--- config.mk ---
export PLATFORM = sky130hd
export DESIGN_NAME = fdl_oq
export DESIGN_NICKNAME = d
export VERILOG_FILES = /design/src/hw/rtl/fdl_pkg.sv /design/src/hw/rtl/fdl_oq.sv
export SDC_FILE = /design/constraint.sdc
export NUM_CORES = 1
export LEC_CHECK = 0
export ABC_AREA = 1
export BUFFER_PORTS_ARGS = -buffer_cell sky130_fd_sc_hd__buf_2
export CORE_UTILIZATION = 40
export CTS_BUF_LIST = sky130_fd_sc_hd__clkbuf_16
export DETAILED_ROUTE_END_ITERATION = 10
export GPL_ROUTABILITY_DRIVEN = 0
export PLACE_DENSITY = 0.7
export SLEW_MARGIN = 15
export SYNTH_ARGS = -nofsm -noshare
export SYNTH_HDL_FRONTEND = slang
export SYNTH_SLANG_ARGS = --single-unit
--- constraint.sdc ---
create_clock -name clk -period 1.7 [get_ports clk]
set_input_delay 0.255 -clock clk [delete_from_list [all_inputs] [get_ports clk]]
set_output_delay 0.255 -clock clk [all_outputs]
set_load 0.005 [all_outputs]
--- src/hw/rtl/fdl_pkg.sv ---
// Shared constants and types of the feedback delay line.
`default_nettype none

package fdl_pkg;

  // Fixed field widths of the register map and the arithmetic
  localparam int DELAY_W = 14;
  localparam int GAIN_W  = 16;
  localparam int FRAC_W  = GAIN_W - 1;
  localparam int CCNT_W  = 2;

  // APB-style configuration port
  localparam int CFG_AW = 4;
  localparam int CFG_DW = 32;

  // Input hold-off after a register write while the delay modulo settles
  localparam int            SETTLE_W   = 2;
  localparam logic [SETTLE_W-1:0] CFG_SETTLE = 2'd2;

  // Result queue
  localparam int OQ_DEPTH = 4;
  localparam int OQ_CNT_W = $clog2(OQ_DEPTH + 1);

  // Parameter defaults
  localparam int DEF_DEPTH_FRAMES = 16384;
  localparam int DEF_MAX_CHANNELS = 2;
  localparam int DEF_SAMPLE_BITS  = 16;

  typedef enum logic [1:0] {
    REG_DELAY = 2'd0,
    REG_GAIN  = 2'd1,
    REG_CHANS = 2'd2
  } cfg_reg_t;

  typedef enum logic {
    ST_CLEAR = 1'b0,
    ST_RUN   = 1'b1
  } fdl_state_t;

endpackage

`default_nettype wire

--- src/hw/rtl/fdl_oq.sv ---
// Small result queue that decouples the processing pipeline from the receiver.
`default_nettype none

module fdl_oq
  import fdl_pkg::*;
#(
  parameter int WIDTH = 17,
  parameter int DEPTH = OQ_DEPTH
) (
  input  logic                       clk,
  input  logic                       rst_n,
  input  logic                       push,
  input  logic [WIDTH-1:0]           push_data,
  output logic                       out_valid,
  input  logic                       out_stall,
  output logic [WIDTH-1:0]           out_data,
  output logic [$clog2(DEPTH+1)-1:0] count
);

  localparam int PTR_W = (DEPTH > 1) ? $clog2(DEPTH) : 1;
  localparam int CNT_W = $clog2(DEPTH + 1);

  logic [WIDTH-1:0] mem_r [DEPTH];
  logic [PTR_W-1:0] wr_ptr_r, wr_ptr_nxt;
  logic [PTR_W-1:0] rd_ptr_r, rd_ptr_nxt;
  logic [CNT_W-1:0] count_r, count_nxt;
  logic             pop;

  assign out_valid = (count_r != '0);
  assign out_data  = mem_r[rd_ptr_r];
  assign count     = count_r;
  assign pop       = out_valid && !out_stall;

  always_comb begin
    wr_ptr_nxt = wr_ptr_r;
    rd_ptr_nxt = rd_ptr_r;
    count_nxt  = count_r;
    if (push) begin
      wr_ptr_nxt = (wr_ptr_r == PTR_W'(DEPTH - 1)) ? '0 : wr_ptr_r + 1'b1;
    end
    if (pop) begin
      rd_ptr_nxt = (rd_ptr_r == PTR_W'(DEPTH - 1)) ? '0 : rd_ptr_r + 1'b1;
    end
    if (push && !pop) begin
      count_nxt = count_r + 1'b1;
    end else if (pop && !push) begin
      count_nxt = count_r - 1'b1;
    end
  end

  always_ff @(posedge clk) begin
    if (!rst_n) begin
      wr_ptr_r <= '0;
      rd_ptr_r <= '0;
      count_r  <= '0;
    end else begin
      wr_ptr_r <= wr_ptr_nxt;
      rd_ptr_r <= rd_ptr_nxt;
      count_r  <= count_nxt;
    end
  end

  always_ff @(posedge clk) begin
    if (push) begin
      mem_r[wr_ptr_r] <= push_data;
    end
  end

  // The upstream credit check must keep the queue from overflowing
  a_no_overflow: assert property (@(posedge clk) disable iff (!rst_n)
    push |-> (count_r < CNT_W'(DEPTH)) || pop)
    else $error("result queue overflow");

  a_push_grows: assert property (@(posedge clk) disable iff (!rst_n)
    push && !pop |=> count_r == $past(count_r) + 1'b1)
    else $error("queue count did not grow on push");

  a_pop_shrinks: assert property (@(posedge clk) disable iff (!rst_n)
    pop && !push |=> count_r == $past(count_r) - 1'b1)
    else $error("queue count did not shrink on pop");

endmodule

`default_nettype wire

### Word level (Yosys, flattened, before mapping)

Memories as Yosys holds them, arrays and structs flattened. A register that Yosys moved wholly into a read port is not among the register bits.
Index checks and enable logic that the tools add are counted.

* equality and inequality tests: 2
* $add $sub $neg: 4
* reduce and logical (&&, ||, !) cells: 8
* mux-type cells: 8

Operators by type and width (count)
* $mux 2: 4
* $mux 3: 2
* $add 2x1->2 const B: 2
* $eq 2x2->1 const B: 2
* $add 3x1->3 const B: 1
* $logic_and 1x1->1: 3
* $logic_not 1->1: 3
* $reduce_bool 3->1: 1
* $sub 3x1->3 const B: 1
* $mux 1: 2
* $reduce_bool 2->1: 1

* input port bits: 21
* bits in writable memories: 68
* output and inout port bits: 21
* register bits after elaboration: 7
* logic and storage cells: 26
* memories kept: 1

Memories
* mem_r: depth 4, width 17, read ports 1, clocked after memory_dff 1, write ports 1, RTL line fdl_oq.sv:23 `logic [WIDTH-1:0] mem_r [DEPTH];`

### Logic depth before layout (Yosys ltp)

Gate-level depths: netlist (run 1).

* depth after elaboration: 5
* mapped depth: 12

### Least setup slack after synthesis (run 1)

Ideal clock, no wire load.

* path kind: register to register
* from: register count_r[0], in the netlist count[0]
* to: register count_r[1], in the netlist count[1]
* slack: 70 ps
* buffers on the path: 0
* arrival time: 1514 ps
* stages on the path, launching flop included: 9
* data required time: 1584 ps
* library setup time: 116 ps
* cell sequence: dfxtp_1 > nor2_1 > nand2_1 > nand2_1 > ha_1 > inv_1 > fa_1 > o21ai_0 > nor2_1

* longest elaborated chain between the ends: 5
* elaborated cells between the ends (all ways): 10
* those cells by class: 2 x add/sub; 2 x mux; 6 x reduce/logical

Ends and longest elaborated chain
* start: declaration: RTL line fdl_oq.sv:26 `logic [CNT_W-1:0] count_r, count_nxt;`
* start signal: assignment: RTL line fdl_oq.sv:59 `count_r <= count_nxt;`
* $reduce_bool 3->1: RTL line fdl_oq.sv:29 `assign out_valid = (count_r != '0);`
* via out_valid: RTL line fdl_oq.sv:14 `output logic out_valid,`
* $logic_and 1x1->1: RTL line fdl_oq.sv:32 `assign pop = out_valid && !out_stall;`
* $logic_not 1->1: RTL line fdl_oq.sv:44 `if (push && !pop) begin`
* $logic_and 1x1->1: RTL line fdl_oq.sv:44
* $mux 3: RTL line fdl_oq.sv:44
* via count_nxt[1]: RTL line fdl_oq.sv:26

The timed path passes the listed nets, and every way through them passes these cells. The select of a mux whose other input is x is not followed.
A chain may end at the register's enable or synchronous reset.

### Final worst setup path (run 1)

* from: register count_r[0], in the netlist count[0]
* to: register count_r[2], in the netlist count[2]

* longest elaborated chain between the ends: 5
* elaborated cells between the ends (all ways): 10
* those cells by class: 2 x add/sub; 2 x mux; 6 x reduce/logical

Ends and longest elaborated chain
* branches (longest 5 deep; another with $sub 3x1->3)

Parallel ways; which one is timed is not known. The select of a mux whose other input is x is not followed.

==> results.yml, run 1 <==
timing:
  finalHoldViolations: 0
  relSlewSlack: 0.513
  period_share: 0.958
  setup_viol: 0
  skew_ps: 5.92
  rsz0062_at_grt: "yes"
  slew_violations: 0
  fin_crit_ps: 1630
  worst_pin_slew_ps: 729
  setup_ws_ps: 71.5
  fmax_mhz: 614
synth:
  synth_top_flop_cell: "edfxtp_1"
  synth-edff-count: 68
  synth_top_area_frac: 0.668
  yosysUniqueCellTypes: 22
  async_flop_share: 0
  synth_area_um2: 3060
  yosysMostFrequentCell: "edfxtp_1"
  syn_area_per_cell_um2: 13.4
  syn-num-nets: 256
  synth_cells: 228
  synthTopCellsByArea: "edfxtp_1, dfxtp_1, nor2_1"
  synth_seq_area_share: 0.727
  yosysWarnings: 0
  post-synth-top-area-cell: "edfxtp_1"
  ys_seq_elements: 77
  synth.top_cells.by_count: "edfxtp_1, nor2_1, o22ai_1, inv_1"
finish:
  final_core_util: 0.512
  drive_above_1_share: 0.307
  n_antenna_cell: 0
  register_area_um2: 2230
  multi_input_area_um2: 706
  nets: 310
  syn2layout_area_growth_pct: 22.8
  fill_cells: 614
setup_path:
  end_kind: "flip-flop"
  cp_data_arrival_time_ps: 1850
  crit_fanout: 3
  required_ps: 1920
  crit_type: "reg2reg"
  start_kind: "flip-flop"
die:
  chipWidth_um: 89.4
  die_height_um: 89.4
  ios: 42
  placementRows: 31
  initial_core_util: 0.417
  core_um2: 7330
  dieArea_um2: 8000
drt:
  drt-pass1-iter-count: 7
  drt_first_iter_violations: 131
  vias_per_cell: 4.92
  wl_mm: 5.80
  ant_nets: 0
  wl_per_cell_um: 15.0
  drc: 0
  dr_total_vias: 1898
placed_design:
  dp_slack_ps: 28.0
  numPortBuffers: 41
  dpl.hpwl_mm: 3.55
run_status:
  outcome: "finished, final reports clean"
clock_network:
  clock_sinks: 77
  cts-htree-levels: 3
  cts_tree: "built"
  ctsHoldBuffers: 0
  clk_pin_slew_ps: 50
  root_buffer: "clkbuf_16"
  cts_buffers: 9
  clk_latency_ps: 320
  cts_max_path_buffers: 2
grt:
  grt_pass1_wl_mm: 9.18
  antenna_found_initial: 0
  grtUsageTotal: 0.160
  grt_pass1_vias: 1857
  grt_start_max_net_pins: 35
  globalRouteOverflowTotal: 0
power_and_ir_drop:
  max-vdd-ir-drop_mv: 0.656
  p_leak_uw: 0.00145
  power.density_nw_per_um2: 1550
hold_path:
  min_path_type: "in2reg"
job:
  cap_violations: 0
## routing by layer
metal | part of all wire | wire, um | vias up | global-route usage
met1 | 0.43 | 2490 | 913 | 0.204
met4 | 0.015 | 85 | 0 | 0.0823
li1 | - | - | 933 | -
met3 | 0.037 | 215 | 7 | 0.0305
met2 | 0.52 | 3010 | 45 | 0.263
met5 | 0 | 0 | - | 0
## report_power, final
part | switching [uW] | internal [uW]
Sequential | 105 | 2210
Combinational | 871 | 705
Clock | 675 | 1260
Total | 1650 | 4180
## kinds of logic after synthesis
family | synth area share
buffers and inverters | 0.0503
and+or+nand+nor | 0.0778
DFF | 0.727
xor gates and xnor gates | 0.00287
adders and majority gates | 0.0311
AOI/OAI and AO/OA | 0.111
## area by class of cell
cell class / count / area share
timing repair buffer: 52 / 0.0830
sequential: 77 / 0.594
multi-input combinational: 125 / 0.188
clock buffer: 9 / 0.0600
inverter: 17 / 0.0203
tap: 99 / 0.0330
clock inverter: 7 / 0.0220
## worst paths after layout
path | cells after the start | end | from | slack [ps]
worst max register to register | 12 | count[2] | count[0] | 70
worst max-delay path | 12 | count[2] | count[0] | 70
worst min register to register | 2 | flip-flop | rd_ptr_r[1] | 520
worst min-delay path | 1 | mem_r[1][4] | push_data[4] | 150
## metrics by stage
stage / hold WS, ps / cell area, um^2 / power, uW / instances / setup TNS [ps]
CTS: 138 / 3690 / 5740 / 383 / 0
global route: 143 / 3750 / 6170 / 386 / -76.9
finish: 146 / 3750 / 5830 / 386 / 0
detailed placement: 474 / 3370 / 3760 / 367 / 0
global placement: 471 / 3370 / 3730 / 367 / 0
floorplan: 354 / 3060 / 3260 / 228 / 0
## flip-flops by register name, indices dropped and copies added, names as in the netlist, named ones only
name      count
wr_ptr_r      2
rd_ptr_r      2
count         3
mem_r        68
## repair_timing
action / 4_1_cts / 5_1_grt
cloned: 0 / 0
gates resized for setup: 7 / 14
endpoints found under the setup margin: 17 / 11
pin swaps: 0 / 4
buffers inserted: 0 / 3
## layout by cell type (no fill, tap or decap), types with 2 or more instances in the layout
master,count
clkbuf_16,9
o22ai_1,17
inv_1,15
buf_2,41
nor2_1,44
clkinv_2,3
o21ai_1,14
o21ai_2,10
dfxtp_4,2
a21oi_1,3
o21ai_0,12
nand2_2,4
dfxtp_1,7
buf_4,8
nand2_1,9
edfxtp_1,68
bufinv_16,2
inv_2,2
ha_1,5
## critical path, stage by stage, from the launching register on
cell,delay (ps)
dfxtp_1,310
nor2_1,140
nand2_2,90
nand2_2,100
ha_4,150
inv_2,50
fa_2,370
inv_2,60
nand2_2,40
nand3_1,70
nand2_1,50
inv_1,50
nor2_1,40
No activity file was read; power rests on OpenSTA's default activity.
==> inputs of run 2 (changes only) <==
Clock period 1.7 ns to 1.4 ns, I/O delays scaled along.
==> run 2 against run 1 <==
Against the previous run: the run now ends with setup timing left; clock skew hardly changed; clock power is 21% higher; critical path depth stayed put; maximum frequency is 0.48% lower; first-iteration DRC count is 49% lower; sequential cell count stayed put; final cell count is 8.0% higher; combinational power is 84% higher; final area is 14% higher; utilization is 7.0 points higher; sequential share of layout area is 7.1 points lower; critical endpoint unchanged; largest cell class unchanged.
==> results.yml, run 2 (same netlist as run 1, synthesis figures left out) <==
run_status:
  outcome: "finished with violations"
  violations: "setup timing"
clock_network:
  clk_pin_slew_ps: 60
  root_buffer: "clkbuf_16"
  cts_tree: "built"
  cts_max_path_buffers: 2
  clock_sinks: 77
  cts-htree-levels: 3
  cts_buffers: 9
  clk_latency_ps: 330
drt:
  wl_mm: 6.66
  drt_first_iter_violations: 67
  drc: 0
  dr_total_vias: 2039
  vias_per_cell: 4.89
  wl_per_cell_um: 16.0
  drt-pass1-iter-count: 4
  ant_nets: 0
finish:
  fill_cells: 571
  multi_input_area_um2: 841
  final_cell_mix: "edfxtp_1, buf_2, nor2_1, buf_4, o21ai_2"
  largest_reg_flops: 68
  nets: 341
  fin_area_um2: 4270
  syn2layout_area_growth_pct: 39.6
  drive_above_1_share: 0.481
  register_area_um2: 2230
  n_antenna_cell: 0
  final_common_cell: "edfxtp_1"
  top_register: "mem_r"
die:
  placementRows: 31
  initial_core_util: 0.417
  die_height_um: 89.4
  chipWidth_um: 89.4
  ios: 42
  core_um2: 7330
  dieArea_um2: 8000
timing:
  worst_pin_slew_ps: 187
  setup_ws_ps: -236
  fmax_mhz: 611
  setup_viol: 19
  slew_violations: 0
  skew_ps: 5.74
  fin_crit_ps: 1640
  period_share: 1.17
  finalHoldViolations: 0
  relSlewSlack: 0.874
  rsz0062_at_grt: "yes"
  whs_ps: 88.9
placed_design:
  dp_slack_ps: -151
  numPortBuffers: 41
  post_dp_cell_area_um2: 3550
  dpl.hpwl_mm: 3.96
power_and_ir_drop:
  p_sw_frac: 0.303
  p_leak_uw: 0.00169
  power.density_nw_per_um2: 1880
  max-vdd-ir-drop_mv: 1.04
  combPwrFrac: 0.362
  p_sw_uw: 2440
  seqPwrFrac: 0.346
  clock_power_share: 0.292
  internal_power_uw: 5600
setup_path:
  end_kind: "flip-flop"
  start_kind: "flip-flop"
  crit_type: "reg2reg"
  cp_data_arrival_time_ps: 1870
  required_ps: 1630
  crit_fanout: 2
grt:
  antenna_found_initial: 0
  grt_start_max_net_pins: 17
  grt_pass1_wl_mm: 9.36
  grt_pass1_vias: 1887
  grtUsageTotal: 0.167
  globalRouteOverflowTotal: 0
hold_path:
  min_path_type: "in2reg"
job:
  cap_violations: 0
==> run 2: cell count changes in the layout (fill, tap and decap cells not counted), sizes merged <==
cell and change:
inv +2, buf +27, clkbuf +4, bufinv -1
clkinv -1
==> run 2: final timing paths <==
check               startpoint           to  slack (ps)  depth (start not counted)
hold / removal    push_data[3]  mem_r[1][3]          90                          1
setup / recovery      count[0]     count[2]        -240                         12
setup reg to reg      count[0]     count[2]        -240                         12
hold reg to reg    rd_ptr_r[1]    flip-flop         550                          2
==> run 2: per-stage QoR <==
step | instances | util | setup TNS, ps | total power, uW
floorplan | 228 | - | -286 | 4000
global placement | 385 | 0.484 | -144 | 4830
detailed placement | 385 | 0.484 | -241 | 4890
CTS | 405 | 0.537 | -2020 | 7400
global route | 417 | 0.582 | -4430 | 8430
finish | 417 | 0.582 | -3280 | 8040
==> run 2: layout make-up <==
class / instances / share of cell area
Clock buffer: 9 / 0.0528
Clock inverter: 7 / 0.0191
Inverter: 17 / 0.0194
Multi-Input combinational cell: 125 / 0.197
Sequential cell: 77 / 0.523
Tap cell: 99 / 0.0290
Timing Repair Buffer: 83 / 0.160
==> run 2: worst max-delay path: stages (launching register included) <==
cell	delay, ps
dfxtp_2	330
nor2_2	120
nand2_2	70
nand2_2	110
ha_4	160
inv_4	40
fa_2	370
inv_2	70
nand2_2	70
nand3_2	60
nand2_1	60
inv_1	50
nor2_1	30
==> run 2: power by group through the flow <==
stage	clock (uW)	combinational, uW	sequential, uW
global placement	0	2020	2810
floorplan	0	1180	2830
global route	2480	3150	2800
finish	2350	2910	2780
CTS	2380	2240	2780
detailed placement	0	2070	2810
==> run 2: what timing repair did <==
action,CTS,global route
cloned,1,4
endpoints found under the setup margin,19,19
resized for setup,15,47
hold buffers,0,0
pin swaps,5,17
setup buffers,3,8
==> run 2: metal layers <==
metal,routed length [um],track usage,share of wire
met5,0,0,0
met4,114,0.0823,0.017
met3,147,0.0388,0.022
met2,3600,0.279,0.54
met1,2800,0.204,0.42
==> inputs of run 3 (changes only) <==
Settings changed: SKIP_LAST_GASP set to 1, TNS_END_PERCENT set to 1.
==> run 3 against run 2 <==
Against the previous run: highest routed layer unchanged; non-clock buffer count shrank 7; via count is 2.2% lower; wire length shrank 6.4%; first-iteration DRC count up 1.5%; the run still ends with setup timing left.
==> results.yml, run 3 (same netlist as run 1, synthesis figures left out) <==
run_status:
  outcome: "finished with violations"
  violations: "setup timing"
finish:
  finalNonFillerCells: 410
  final_cell_mix: "edfxtp_1, buf_2, nor2_1"
  nets: 334
  final_common_cell: "edfxtp_1"
  final_core_util: 0.552
  drive_above_1_share: 0.399
  largest_reg_flops: 68
  n_antenna_cell: 0
  fin_area_um2: 4050
  syn2layout_area_growth_pct: 32.3
  top_register: "mem_r"
clock_network:
  clock_sinks: 77
  cts_max_path_buffers: 2
  cts_buffers: 9
  root_buffer: "clkbuf_16"
  clk_latency_ps: 330
  clk_pin_slew_ps: 60
  cts-htree-levels: 3
  cts_tree: "built"
  ctsHoldBuffers: 0
hold_path:
  min_path_type: "in2reg"
  hold_path_depth: 1
  worstHoldStart: "push_data[6]"
  hold_path_end: "mem_r[0][6]"
setup_path:
  crit_type: "reg2reg"
  worstPathCellList: "nor2_2 -> nand2_1 -> nand2_2 -> ha_4 -> inv_4 -> fa_2 -> inv_2 -> nand2_2 -> nand3_2 -> nand2_1 -> inv_1 -> nor2_1"
  reg2reg_depth: 12
  cp_data_arrival_time_ps: 1810
  crit_fanout: 2
  r2r-start: "count[0]"
  slowest_delay_ps: 370
  start_kind: "flip-flop"
  end_kind: "flip-flop"
  r2r_slack_ps: -190
  required_ps: 1630
  cpMaxStageDelayCell: "fa_2"
  rr_endpoint: "count[2]"
drt:
  vias_per_cell: 4.87
  drt_first_iter_violations: 68
  ant_nets: 0
  wl_per_cell_um: 15.2
  drc: 0
  dr_total_vias: 1995
  wl_mm: 6.24
  drt-pass1-iter-count: 4
die:
  placementRows: 31
  ios: 42
  core_um2: 7330
  initial_core_util: 0.417
  chipWidth_um: 89.4
  dieArea_um2: 8000
  die_height_um: 89.4
timing:
  fmax_mhz: 630
  rsz0062_at_grt: "yes"
  worst_pin_slew_ps: 204
  setup_viol: 19
  period_share: 1.13
  setup_ws_ps: -187
  skew_ps: 6.40
  fin_crit_ps: 1590
  finalHoldViolations: 0
  relSlewSlack: 0.863
  slew_violations: 0
power_and_ir_drop:
  power.density_nw_per_um2: 1880
  p_leak_uw: 0.00159
  max-vdd-ir-drop_mv: 0.745
  power_uw: 7590
grt:
  grt_start_max_net_pins: 18
  grtUsageTotal: 0.167
  grt_pass1_wl_mm: 9.44
  grt_pass1_vias: 1889
  antenna_found_initial: 0
  globalRouteOverflowTotal: 0
job:
  cap_violations: 0
placed_design:
  dp_slack_ps: -171
  numPortBuffers: 41
  dpl.hpwl_mm: 3.82
  post_dp_cell_area_um2: 3550
  dp_cells: 386
[run 3: changes by cell type in the layout (fill, tap and decap cells not counted), moves of 2 or more]
| cell | change |
|---|---|
| clkinvlp_4 | +2 |
| o22ai_2 | -5 |
| buf_8 | -2 |
| o21ai_2 | -3 |
| nor2_1 | +11 |
| buf_4 | -3 |
| nor2_2 | -9 |
| clkbuf_16 | -4 |
| nor2_4 | -2 |
| o21ai_0 | +6 |
| o22ai_1 | +5 |
| buf_16 | +2 |
| o21ai_4 | -2 |
[run 3: per-layer routing]
metal	vias up	GRT usage	share of wire
met3	10	0.0388	0.039
li1	981	-	-
met1	956	0.206	0.42
met2	48	0.283	0.52
met4	0	0.0722	0.019
met5	-	0	0
[run 3: layout make-up]
cell class                      count  area [um^2]
Clock inverter                      7         82.6
Fill cell                         588         3290
Sequential cell                    77         2230
Timing Repair Buffer               76          577
Tap cell                           99          124
Multi-Input combinational cell    125          736
Clock buffer                        9          225
Inverter                           17         71.3
[run 3: how the worst max path moves through the flow]
| stage | startpoint | endpoint | slack [ps] |
|---|---|---|---|
| 2_1_floorplan | count[1] | count[2] | -180 |
| 3_3_place_gp | count[1] | count[2] | -110 |
| 3_5_place_dp | count[1] | count[2] | -170 |
| 4_1_cts | flip-flop | out_data[10] | -170 |
| 5_1_grt | count[0] | count[2] | -270 |
| 6_report | count[0] | count[2] | -190 |
[run 3: stage by stage]
stage                     hold slack, ps  setup TNS, ps
after global placement               426           -194
after detailed placement             429           -310
after global routing                80.3          -3860
final                               91.4          -2620
after CTS                           79.7          -2850
after floorplan                      309           -348
[run 3: where the power goes]
| group | leakage, uW | internal, uW | switching (uW) |
|---|---|---|---|
| Clock | 0.000144 | 1400 | 922 |
| Sequential | 0.000701 | 2690 | 105 |
| Combinational | 0.000744 | 1240 | 1240 |
| Total | 0.00159 | 5330 | 2260 |
[run 3: repair_timing]
action | in CTS | in global routing
cloned | 3 | 0
pin swaps | 9 | 9
setup buffers | 3 | 2
setup endpoints to repair | 19 | 19
resized for setup | 16 | 9
[run 3: critical path, delay by kind of cell (launching register included)]
| kind | cells | cell delay, ps |
|---|---|---|
| flip-flops | 1 | 320 |
| adder cells (fa/ha/maj) | 2 | 530 |
| buffers and inverters | 3 | 150 |
| AND/OR/NAND/NOR | 7 | 490 |
